File: src/design/bchd_pkg.sv
// Shared types and constants for the button click / hold detector.
// Holds the phase and event encodings, the register map and the settings record.
// No dependencies; every other design file imports this package.
package bchd_pkg;

  localparam int COUNT_BITS_DEF = 16;
  localparam int TICK_W         = 16;
  localparam int CFG_IDX_W      = 3;
  localparam int EVENT_W        = 3;

  typedef enum logic [3:0] {
    PH_IDLE         = 4'd0,
    PH_PRESS        = 4'd1,
    PH_WAIT_SINGLE  = 4'd2,
    PH_WAIT_DOUBLE  = 4'd3,
    PH_WAIT_HOLD    = 4'd4,
    PH_WAIT_RELEASE = 4'd5,
    PH_SINGLE       = 4'd6,
    PH_DOUBLE       = 4'd7,
    PH_HOLD         = 4'd8,
    PH_RELEASE      = 4'd9
  } phase_t;

  typedef enum logic [EVENT_W-1:0] {
    EV_NONE    = 3'd0,
    EV_SINGLE  = 3'd1,
    EV_DOUBLE  = 3'd2,
    EV_HOLD    = 3'd3,
    EV_RELEASE = 3'd4
  } event_t;

  typedef enum logic [CFG_IDX_W-1:0] {
    REG_PRESS_LEVEL  = 3'd0,
    REG_DEBOUNCE     = 3'd1,
    REG_CLICK        = 3'd2,
    REG_RELEASE_GAP  = 3'd3,
    REG_HOLD         = 3'd4
  } reg_idx_t;

  typedef struct packed {
    logic              press_level;
    logic [TICK_W-1:0] debounce_ticks;
    logic [TICK_W-1:0] click_ticks;
    logic [TICK_W-1:0] release_gap_ticks;
    logic [TICK_W-1:0] hold_ticks;
  } cfg_t;

  localparam logic              RST_PRESS_LEVEL  = 1'b1;
  localparam logic [TICK_W-1:0] RST_DEBOUNCE     = 16'd50;
  localparam logic [TICK_W-1:0] RST_CLICK        = 16'd500;
  localparam logic [TICK_W-1:0] RST_RELEASE_GAP  = 16'd300;
  localparam logic [TICK_W-1:0] RST_HOLD         = 16'd1000;

endpackage

File: src/design/button_click_hold_detector.sv
// Button click, double click, hold and release detector, one beat per tick.
// Path: an input beat accepted into the step register is evaluated against the
// state and lands in the result register when it is stepped.
// Throughput: one beat per cycle while the result side is not stalled.
// Reset (rst, synchronous, active high) restores the register reset values and
// clears the phase machine, the debounce logic and both pipeline registers.
module button_click_hold_detector #(
  parameter int COUNT_BITS = bchd_pkg::COUNT_BITS_DEF
) (
  input  logic                           clk,
  input  logic                           rst,
  // Input tick channel.
  input  logic                           in_valid,
  output logic                           in_stall,
  input  logic                           pin_level,
  input  logic                           edge_seen,
  // Result channel.
  output logic                           out_valid,
  input  logic                           out_stall,
  output logic [bchd_pkg::EVENT_W-1:0]   event_code,
  // Register write channel.
  input  logic                           cfg_valid,
  output logic                           cfg_ready,
  input  logic [bchd_pkg::CFG_IDX_W-1:0] cfg_index,
  input  logic [bchd_pkg::TICK_W-1:0]    cfg_data
);
  import bchd_pkg::*;

  // Register file. Writes are taken every cycle; unknown indexes are dropped.
  cfg_t cfg;

  assign cfg_ready = 1'b1;

  always_ff @(posedge clk) begin
    if (rst) begin
      cfg.press_level       <= RST_PRESS_LEVEL;
      cfg.debounce_ticks    <= RST_DEBOUNCE;
      cfg.click_ticks       <= RST_CLICK;
      cfg.release_gap_ticks <= RST_RELEASE_GAP;
      cfg.hold_ticks        <= RST_HOLD;
    end else if (cfg_valid && cfg_ready) begin
      case (reg_idx_t'(cfg_index))
        REG_PRESS_LEVEL:  cfg.press_level       <= cfg_data[0];
        REG_DEBOUNCE:     cfg.debounce_ticks    <= cfg_data;
        REG_CLICK:        cfg.click_ticks       <= cfg_data;
        REG_RELEASE_GAP:  cfg.release_gap_ticks <= cfg_data;
        REG_HOLD:         cfg.hold_ticks        <= cfg_data;
        default: ;
      endcase
    end
  end

  // Step register: holds one accepted tick until the result register can take
  // its event. The state machines advance exactly when this beat moves on.
  logic s1_valid;
  logic s1_pin;
  logic s1_edge;
  logic s1_advance;
  logic step;

  assign s1_advance = !out_valid || !out_stall;
  assign step       = s1_valid && s1_advance;
  assign in_stall   = s1_valid && !s1_advance;

  always_ff @(posedge clk) begin
    if (rst) begin
      s1_valid <= 1'b0;
    end else if (!in_stall) begin
      s1_valid <= in_valid;
    end
  end

  always_ff @(posedge clk) begin
    if (in_valid && !in_stall) begin
      s1_pin  <= pin_level;
      s1_edge <= edge_seen;
    end
  end

  // Debounce first; the phase machine sees the level sampled on this tick.
  logic                 level_now;
  logic                 pressed;
  logic [EVENT_W-1:0]   event_next;

  bchd_debounce #(
    .COUNT_BITS (COUNT_BITS)
  ) u_debounce (
    .clk            (clk),
    .rst            (rst),
    .step           (step),
    .pin_level      (s1_pin),
    .edge_seen      (s1_edge),
    .debounce_ticks (cfg.debounce_ticks),
    .level_now      (level_now)
  );

  assign pressed = (level_now == cfg.press_level);

  bchd_phase_fsm #(
    .COUNT_BITS (COUNT_BITS)
  ) u_phase_fsm (
    .clk        (clk),
    .rst        (rst),
    .step       (step),
    .pressed    (pressed),
    .cfg        (cfg),
    .event_next (event_next)
  );

  // Result register. It refills in the same cycle its beat is taken, so the
  // input side keeps flowing while the output side takes every beat.
  always_ff @(posedge clk) begin
    if (rst) begin
      out_valid <= 1'b0;
    end else if (s1_advance) begin
      out_valid <= s1_valid;
    end
  end

  always_ff @(posedge clk) begin
    if (step) begin
      event_code <= event_next;
    end
  end

  // An empty result register never holds back the input side.
  a_no_stall_when_empty: assert property (
    @(posedge clk) disable iff (rst) !out_valid |-> !in_stall
  ) else $error("input stalled while the result register was empty");

  // A new result only appears after a tick was stepped.
  a_result_from_step: assert property (
    @(posedge clk) disable iff (rst) $rose(out_valid) |-> $past(step)
  ) else $error("result appeared without a stepped tick");

  // A tick parked in the step register keeps its pin sample until stepped.
  a_step_reg_holds: assert property (
    @(posedge clk) disable iff (rst)
      (s1_valid && !s1_advance) |=> (s1_valid && $stable(s1_pin) && $stable(s1_edge))
  ) else $error("parked tick lost or changed");

  // The event register keeps its value while the result is held by a stall.
  a_event_only_on_step: assert property (
    @(posedge clk) disable iff (rst)
      (out_valid && out_stall) |=> $stable(event_code)
  ) else $error("event changed while the result was held");

endmodule

File: src/design/bchd_debounce.sv
// Debounce stage: saturating debounce timer, debouncing flag and debounced level.
// Depends on bchd_pkg for the tick width.
module bchd_debounce #(
  parameter int COUNT_BITS = bchd_pkg::COUNT_BITS_DEF
) (
  input  logic                        clk,
  input  logic                        rst,
  input  logic                        step,
  input  logic                        pin_level,
  input  logic                        edge_seen,
  input  logic [bchd_pkg::TICK_W-1:0] debounce_ticks,
  output logic                        level_now
);
  import bchd_pkg::*;

  localparam int CMP_W = (COUNT_BITS > TICK_W) ? COUNT_BITS : TICK_W;

  logic                  debouncing;
  logic                  debouncing_next;
  logic                  level;
  logic [COUNT_BITS-1:0] elapsed;
  logic [COUNT_BITS-1:0] elapsed_next;
  logic                  busy_mid;
  logic [COUNT_BITS-1:0] elapsed_inc;

  // The timer advances first, then an edge seen while not debouncing restarts it,
  // then the pin is sampled once the interval is over.
  always_comb begin
    elapsed_inc = (elapsed == {COUNT_BITS{1'b1}}) ? elapsed : elapsed + 1'b1;
    busy_mid     = debouncing;
    elapsed_next = elapsed_inc;
    if (edge_seen && !debouncing) begin
      busy_mid     = 1'b1;
      elapsed_next = '0;
    end
    debouncing_next = busy_mid;
    level_now       = level;
    if (busy_mid && (CMP_W'(elapsed_next) >= CMP_W'(debounce_ticks))) begin
      level_now       = pin_level;
      debouncing_next = 1'b0;
    end
  end

  always_ff @(posedge clk) begin
    if (rst) begin
      debouncing <= 1'b0;
      level      <= 1'b0;
      elapsed    <= '0;
    end else if (step) begin
      debouncing <= debouncing_next;
      level      <= level_now;
      elapsed    <= elapsed_next;
    end
  end

endmodule

File: src/design/bchd_phase_fsm.sv
// Phase machine: turns the debounced press state and the phase timer into events.
// Depends on bchd_pkg for the phase, event and settings types.
module bchd_phase_fsm #(
  parameter int COUNT_BITS = bchd_pkg::COUNT_BITS_DEF
) (
  input  logic                         clk,
  input  logic                         rst,
  input  logic                         step,
  input  logic                         pressed,
  input  bchd_pkg::cfg_t               cfg,
  output logic [bchd_pkg::EVENT_W-1:0] event_next
);
  import bchd_pkg::*;

  localparam int CMP_W = (COUNT_BITS > TICK_W) ? COUNT_BITS : TICK_W;

  phase_t                phase;
  phase_t                phase_next;
  logic [COUNT_BITS-1:0] elapsed;
  logic [COUNT_BITS-1:0] elapsed_next;
  logic [COUNT_BITS-1:0] elapsed_inc;
  logic                  past_click;
  logic                  past_gap;
  logic                  past_hold;
  event_t                ev;

  always_comb begin
    elapsed_inc = (elapsed == {COUNT_BITS{1'b1}}) ? elapsed : elapsed + 1'b1;
    past_click  = CMP_W'(elapsed_inc) >= CMP_W'(cfg.click_ticks);
    past_gap    = CMP_W'(elapsed_inc) >= CMP_W'(cfg.release_gap_ticks);
    past_hold   = CMP_W'(elapsed_inc) >= CMP_W'(cfg.hold_ticks);
    phase_next   = phase;
    elapsed_next = elapsed_inc;
    ev           = EV_NONE;
    case (phase)
      PH_IDLE: begin
        if (pressed) begin
          phase_next   = PH_PRESS;
          elapsed_next = '0;
        end
      end
      PH_PRESS: begin
        if (!pressed) begin
          if (!past_click) begin
            phase_next   = PH_WAIT_SINGLE;
            elapsed_next = '0;
          end else begin
            phase_next = PH_IDLE;
          end
        end else if (past_click) begin
          phase_next = PH_WAIT_HOLD;
        end
      end
      PH_WAIT_SINGLE: begin
        // A button still down after the gap keeps waiting for its release.
        if (past_gap) begin
          if (!pressed) begin
            phase_next = PH_SINGLE;
          end
        end else if (pressed) begin
          phase_next   = PH_WAIT_DOUBLE;
          elapsed_next = '0;
        end
      end
      PH_WAIT_DOUBLE: begin
        if (!pressed) begin
          phase_next = past_click ? PH_IDLE : PH_DOUBLE;
        end else if (past_click) begin
          phase_next = PH_IDLE;
        end
      end
      PH_WAIT_HOLD: begin
        if (past_hold) begin
          phase_next = pressed ? PH_HOLD : PH_IDLE;
        end
      end
      PH_WAIT_RELEASE: begin
        if (!pressed && past_gap) begin
          phase_next = PH_RELEASE;
        end
      end
      PH_SINGLE: begin
        phase_next = PH_IDLE;
        ev         = EV_SINGLE;
      end
      PH_DOUBLE: begin
        phase_next = PH_IDLE;
        ev         = EV_DOUBLE;
      end
      PH_HOLD: begin
        phase_next   = PH_WAIT_RELEASE;
        elapsed_next = '0;
        ev           = EV_HOLD;
      end
      PH_RELEASE: begin
        phase_next = PH_IDLE;
        ev         = EV_RELEASE;
      end
      default: begin
        phase_next = PH_IDLE;
      end
    endcase
    event_next = ev;
  end

  always_ff @(posedge clk) begin
    if (rst) begin
      phase   <= PH_IDLE;
      elapsed <= '0;
    end else if (step) begin
      phase   <= phase_next;
      elapsed <= elapsed_next;
    end
  end

endmodule
File: config.mk
export PLATFORM = sky130hd
export DESIGN_NAME = button_click_hold_detector
export DESIGN_NICKNAME = d
export VERILOG_FILES = /design/src/design/bchd_pkg.sv /design/src/design/button_click_hold_detector.sv /design/src/design/bchd_debounce.sv /design/src/design/bchd_phase_fsm.sv
export SDC_FILE = /design/constraint.sdc
export NUM_CORES = 1
export LEC_CHECK = 0
export BUFFER_PORTS_ARGS = -buffer_cell sky130_fd_sc_hd__buf_2
export CAP_MARGIN = 25
export CELL_PAD_IN_SITES_DETAIL_PLACEMENT = 0
export CELL_PAD_IN_SITES_GLOBAL_PLACEMENT = 1
export CORE_MARGIN = 2
export CORE_UTILIZATION = 46
export DETAILED_ROUTE_END_ITERATION = 7
export PLACE_DENSITY_LB_ADDON = 0.1
export SYNTH_ARGS = -nofsm -noshare
export SYNTH_HDL_FRONTEND = slang
export SYNTH_SLANG_ARGS = --single-unit
File: constraint.sdc
create_clock -name clk -period 6.05 [get_ports clk]
set_clock_uncertainty 0.15 [all_clocks]
set_input_delay 1.5125 -clock clk [delete_from_list [all_inputs] [get_ports clk]]
set_output_delay 1.5125 -clock clk [all_outputs]
set_load 0.02 [all_outputs]
# Word level (Yosys, flattened, before mapping)

Index checks and enable logic that the tools add are counted.

Register bits after elaboration: 110
Input bits: 26
Output and inout port bits: 6

$add $sub $neg: 2
$lt $le $gt $ge: 4
Eq/ne operators: 23
Multiplexer cells: 26
Reduce and logical (&&, ||, !) cells: 21

Operators with widths:

| cell                                                            | count |
|---|---|
| 16-bit 2-to-1 mux                                               | 7 |
| 16-bit >= comparator                                            | 4 |
| 16-bit case mux with 4 select lines                             | 1 |
| 4-bit 2-to-1 mux                                                | 11 |
| 16-bit by 1-bit adder with 16-bit output, second input constant | 2 |
| 16-bit == test, second input constant                           | 2 |
| 4-bit case mux with 7 select lines                              | 1 |
| 4-bit by 3-bit == test with 1-bit output, second input constant | 4 |
| 3-bit case mux with 4 select lines                              | 1 |
| 2-bit AND reduction                                             | 5 |
| 3-bit != test, second input constant                            | 3 |
| 4-bit by 2-bit == test with 1-bit output, second input constant | 2 |
| 4-bit == test, second input constant                            | 2 |
| 8-bit AND reduction                                             | 1 |
| 3-bit by 2-bit == test with 1-bit output, second input constant | 2 |
| 1-bit logical AND                                               | 6 |
| 1-bit logical NOT                                               | 6 |
| 2-bit by 1-bit != test with 1-bit output, second input constant | 3 |
| 4-bit by 1-bit == test with 1-bit output, second input constant | 1 |
| 4-bit logical NOT                                               | 1 |
| 3-bit by 1-bit == test with 1-bit output, second input constant | 1 |
| 3-bit == test, second input constant                            | 1 |
| 3-bit logical NOT                                               | 1 |
| 1-bit 2-to-1 mux                                                | 3 |
| 5 further kinds                                                 | 5 |

# Depth between registers and ports, before layout

Word-level depth: 11
Gate-level depth with buffers: 21
Depth with buffers taken out: 19

# Cells and area by module

From an unflattened synthesis, not the netlist that was laid out.

Cells, all modules: 838
Area total of the unflattened synthesis: 7118.1 um^2

Modules (own cells, without submodules):

| module                     | times used | cells an instance | area an instance (um^2) | sequential area each (um^2) |
|---|---|---|---|---|
| button_click_hold_detector | 1          | 265               | 2902.8                  | 1491.4 |
| bchd_phase_fsm             | 1          | 356               | 2653.8                  | 400.4 |
| bchd_debounce              | 1          | 217               | 1561.5                  | 360.3 |

# Worst setup path before layout

OpenSTA, ideal clock, no wires.

Path type: reg-to-reg
From: register u_debounce.elapsed[0]
To: register u_phase_fsm.elapsed[6]
Library setup time: 0.068 ns
Arrival: 4.221 ns
Required time: 5.832 ns
Path slack: 1.611 ns
Cell stages (with the launch flop): 20
Path buffers: 1
Period minus slack after synthesis: 4.439 ns
Path through: dfxtp_1 ha_1 nand3_1 nor4_1 and4_1 nor2b_1 nor4_1 xnor2_1 nor2_1 ha_1 nand2_1 or3_4 o311a_1 a32oi_1 nand3_2 and4_4 o311ai_4 buf_6 o21ai_2 a21oi_2

Cells in the longest elaborated chain, start to end: 10
Elaborated cells between the ends (all ways): 12

RTL lines:

| element                                                                    | RTL line                                   | source |
|---|---|---|
| start, declared                                                            | bchd_debounce.sv:21                        | `logic [COUNT_BITS-1:0] elapsed;` |
| start signal, assigned                                                     | bchd_debounce.sv:52                        | `elapsed <= elapsed_next;` |
| 16-bit by 1-bit adder with 16-bit output or 16-bit == test (tied branches) | bchd_debounce.sv:29                        | `elapsed_inc = (elapsed == {COUNT_BITS{1'b1}}) ? elapsed : elapsed + 1'b1;` |
| 16-bit 2-to-1 mux *                                                        | bchd_debounce.sv:29                        |  |
| 16-bit 2-to-1 mux *                                                        | bchd_debounce.sv:32                        | `if (edge_seen && !debouncing) begin` |
| via u_debounce.elapsed_next[9]                                             | bchd_debounce.sv:22                        | `logic [COUNT_BITS-1:0] elapsed_next;` |
| 16-bit >= comparator *                                                     | bchd_debounce.sv:38                        | `if (busy_mid && (CMP_W'(elapsed_next) >= CMP_W'(debounce_ticks))) begin` |
| 1-bit logical AND *                                                        | bchd_debounce.sv:38                        |  |
| 1-bit 2-to-1 mux *                                                         | bchd_debounce.sv:38                        |  |
| 1-bit == test *                                                            | button_click_hold_detector.sv:97           | `assign pressed = (level_now == cfg.press_level);` |
| 16-bit 2-to-1 mux                                                          | bchd_phase_fsm.sv:37, bchd_phase_fsm.sv:60 |  |
| 16-bit 2-to-1 mux                                                          | bchd_phase_fsm.sv:56                       | `if (past_gap) begin` |
| 16-bit case mux with 4 select lines *                                      | bchd_phase_fsm.sv:35                       | `case (phase)` |
| end signal, assigned                                                       | bchd_phase_fsm.sv:112                      | `elapsed <= elapsed_next;` |
| end, declared                                                              | bchd_phase_fsm.sv:19                       | `logic [COUNT_BITS-1:0] elapsed;` |

Mark *: on every way through the listed nets, which the timed path passes. The rest lies on a longest branch.
A chain may end at the register's enable or synchronous reset.

# Final worst setup path

From: register u_debounce.elapsed[0]
To: register u_phase_fsm.elapsed[0]

Same word-level chain as after synthesis.

==> impl_metrics.env <==
export IMPL_status="finished, final reports clean"
export IMPL_antennaDiodeCount=0
export IMPL_period_needed_ns=5.22
export IMPL_via_count=5785
export IMPL_worstPathMaxFanout=16
export IMPL_synth_top_area_share_pct=31.8
export IMPL_arrival_ns=5.35
export IMPL_grt_overflow=0
export IMPL_ios=32
export IMPL_rsz0062_at_grt="no"
export IMPL_critPathLaunchType="register"
export IMPL_postCtsResizedCells=0
export IMPL_synthTopCellsByArea="dfxtp_1 (32%), ha_1 (12%), nand2_1 (10%)"
export IMPL_route_met2_wl_mm=8.14
export IMPL_grt_max_degree=92
export IMPL_grtUsageTotal_pct=23.2
export IMPL_fin_nets=951
export IMPL_min_to="cfg[58]"
export IMPL_wl_met1_mm=7.61
export IMPL_r2r_end="u_phase_fsm.elapsed[0]"
export IMPL_irDropWorstVdd_v=0.000145
export IMPL_drive_gt1_share_pct=8.33
export IMPL_drtIter0Drc=348
export IMPL_dpl_hpwl_mm=12.5
export IMPL_grt_pass1_wl_mm=27.2
export IMPL_synthTopCellsByCount="nand2_1 (180), dfxtp_1 (105), a21oi_1 (83)"
export IMPL_start_util_pct=47.3
export IMPL_dieHeight_microns=124
export IMPL_drv_cap=0
export IMPL_worstSetupEndpointType="register"
export IMPL_p_per_area_mw_per_mm2=213
export IMPL_syn_area_sq_mm=0.00662
export IMPL_tns_ns=0
export IMPL_hp_start="cfg[58]"
export IMPL_hold_viol_final=0
export IMPL_ant_nets=0
export IMPL_fp_row_count=43
export IMPL_holdPathStages=2
export IMPL_yosysSeqAreaShare_pct=34.0
export IMPL_die_x_microns=124
export IMPL_die_area_sq_mm=0.0154
export IMPL_clk_path_buf_depth=2
export IMPL_top_layer_used="met4"
export IMPL_cts_tree="done"
export IMPL_synth_most_common_cell="nand2_1"
export IMPL_critical_path_class="reg2reg"
export IMPL_synth_enable_flop_cells=5
export IMPL_post_route_period_util_pct=86.3
export IMPL_crit_family="simple AND/OR/NAND/NOR gates"
export IMPL_hold_buffers=0
export IMPL_wl_mm=16.7
export IMPL_path_clk_slew_ns=0.07
export IMPL_netlist_cell_type_count=68
export IMPL_synthesis_nets=947
export IMPL_tightest_slew_ns=0.979
export IMPL_synth_cells=855
export IMPL_synth_seq_cells=110
export IMPL_clock_sinks=110
export IMPL_rrSetupSlack_ns=0.83
export IMPL_fillCellCount=1387
export IMPL_drc=0
export IMPL_path_cells="ha_1 -> nand3_1 -> nor4_1 -> and4_1 -> nor2b_1 -> nor4_1 -> xnor2_1 -> nor2_1 -> ha_1 -> nand2_1 -> or3_4 -> o311a_1 -> a32oi_1 -> nand3_2 -> and4_4 -> o311ai_4 -> o21ai_2 -> a21oi_2"
export IMPL_power_total_mw=1.52
export IMPL_yosysWarnings=0
export IMPL_r2r_start="u_debounce.elapsed[0]"
export IMPL_crit_path_max_incr_delay_ns=0.72
export IMPL_reg2regPathDepth=18
export IMPL_cts_max_level=3
export IMPL_fmax_mhz=192
export IMPL_avgSynthCellArea_sq_um=7.74
export IMPL_core_sq_mm=0.0140
export IMPL_setup_viol=0
export IMPL_dr_wl_met3_microns=683
export IMPL_synth_flop_cell="dfxtp_1"
export IMPL_routedWlPerCell_microns=16.0
export IMPL_slew_headroom_pct=34.8
export IMPL_crit_buf_inv=0
export IMPL_antenna_found_initial=0
export IMPL_leakage_nw=2.99
export IMPL_crit_path_top_delay_cell="o311ai_4"
export IMPL_hold_path_class="reg2reg"
export IMPL_synthToLayoutAreaGrowth_pct=8.09
export IMPL_required_ns=6.18
export IMPL_clk_latency_ns=0.36
export IMPL_ys_async_sr_fraction_pct=0
export IMPL_cts_buffers_inserted=9
export IMPL_grt_pass1_vias=5497
export IMPL_dr_pass1_iters=5
export IMPL_via_per_inst=5.54
export IMPL_post_cts_buffers=0
export IMPL_place_gp_congestion=0.883
export IMPL_synth_top_cell_by_area="dfxtp_1"
export IMPL_maxSlewViolCount=0
export IMPL_clock_root_buffer="clkbuf_16"
export IMPL_numPortBuffers=30
## cell type report
| class | instances | area [sq um] | share of cell area, % |
|---|---|---|---|
| repair buffers | 34 | 180 | 2.52 |
| clock inverters | 3 | 67.6 | 0.944 |
| inverters | 73 | 274 | 3.83 |
| flip-flops and latches | 110 | 2250 | 31.5 |
| multi-input cells | 631 | 3910 | 54.6 |
| well taps | 180 | 225 | 3.15 |
| clock buffers | 13 | 250 | 3.50 |
## sequential cells by signal (all words and copies together), names as in the netlist
register / count
cfg: 65
u_debounce.elapsed: 16
u_phase_fsm.elapsed: 16
u_phase_fsm.phase: 4
event_code: 3
out_valid: 1
s1_edge: 1
s1_pin: 1
s1_valid: 1
u_debounce.debouncing: 1
u_debounce.level: 1
## per-layer routing
layer  global-route usage (%)  vias up
li1                         -     2944
met1                     29.5     2712
met2                     39.9      111
met3                     4.90       18
met4                     6.18        0
met5                        0        -
## worst reg2reg max path, cell delays in order (launching register included)
cell and delay (ns):
dfxtp_1 0.41, ha_1 0.19, nand3_1 0.12, nor4_1 0.48, and4_1 0.34, nor2b_1 0.39, nor4_1 0.15, xnor2_1 0.17
nor2_1 0.06, ha_1 0.30, nand2_1 0.05, or3_4 0.37, o311a_1 0.33, a32oi_1 0.27, nand3_2 0.14, and4_4 0.21
o311ai_4 0.72, o21ai_2 0.14, a21oi_2 0.16
## logic make-up after synthesis
| group | synth area share, % |
|---|---|
| other | 0.0566 |
| buffers and inverters | 6.97 |
| flip-flops | 34.0 |
| AO/OA/AOI/OAI | 18.4 |
| AND/OR/NAND/NOR | 24.7 |
| multiplexers | 0.983 |
| adder cells (fa/ha/maj) | 12.5 |
| XOR/XNOR | 2.38 |
## worst max-delay path by stage
| stage | from | end | slack [ns] | cells after the start |
|---|---|---|---|---|
| finish | u_debounce.elapsed[0] | u_phase_fsm.elapsed[0] | 0.83 | 18 |
| global route | u_debounce.elapsed[0] | u_phase_fsm.elapsed[0] | 0.40 | 19 |
| CTS | u_debounce.elapsed[0] | u_phase_fsm.elapsed[0] | 0.84 | 18 |
| detailed placement | u_debounce.elapsed[0] | u_phase_fsm.elapsed[0] | 0.87 | 18 |
| global placement | u_debounce.elapsed[0] | u_phase_fsm.elapsed[9] | 1.02 | 19 |
| floorplan | u_debounce.elapsed[0] | u_phase_fsm.elapsed[6] | 1.61 | 19 |
## stage by stage
step | instances | hold slack (ns) | instance area, sq um | utilization [%] | worst slack, ns
3_3_place_gp | 1028 | 0.293 | 6840 | 48.9 | 1.02
2_1_floorplan | 855 | 0.286 | 6620 | - | 1.61
6_report | 1044 | 0.306 | 7160 | 51.2 | 0.831
4_1_cts | 1044 | 0.308 | 7160 | 51.2 | 0.841
5_1_grt | 1044 | 0.322 | 7160 | 51.2 | 0.404
3_5_place_dp | 1028 | 0.298 | 6840 | 48.9 | 0.869
## report_power, final
part           internal (mW)  switching [mW]
Clock                  0.375           0.271
Combinational         0.0407          0.0827
Sequential             0.744         0.00956
Total                   1.16           0.364
## layout by cell type, fill, tap and decap left out, drive strengths merged, types with 7 or more instances in the layout
master	Yosys	routed
xnor2	10	10
xor2	8	8
ha	66	66
nand4	15	15
nand2	180	180
clkbuf	33	13
a21oi	86	86
a211oi	11	11
buf	6	34
and3	10	10
nor3	14	14
inv	73	73
a21o	7	7
nand2b	10	10
nor2b	9	9
dfxtp	105	105
nand3	19	19
nand3b	14	14
a32o	10	10
nor2	61	61
o21ai	28	28
a211o	8	8
(Power assumes the default switching activity.)
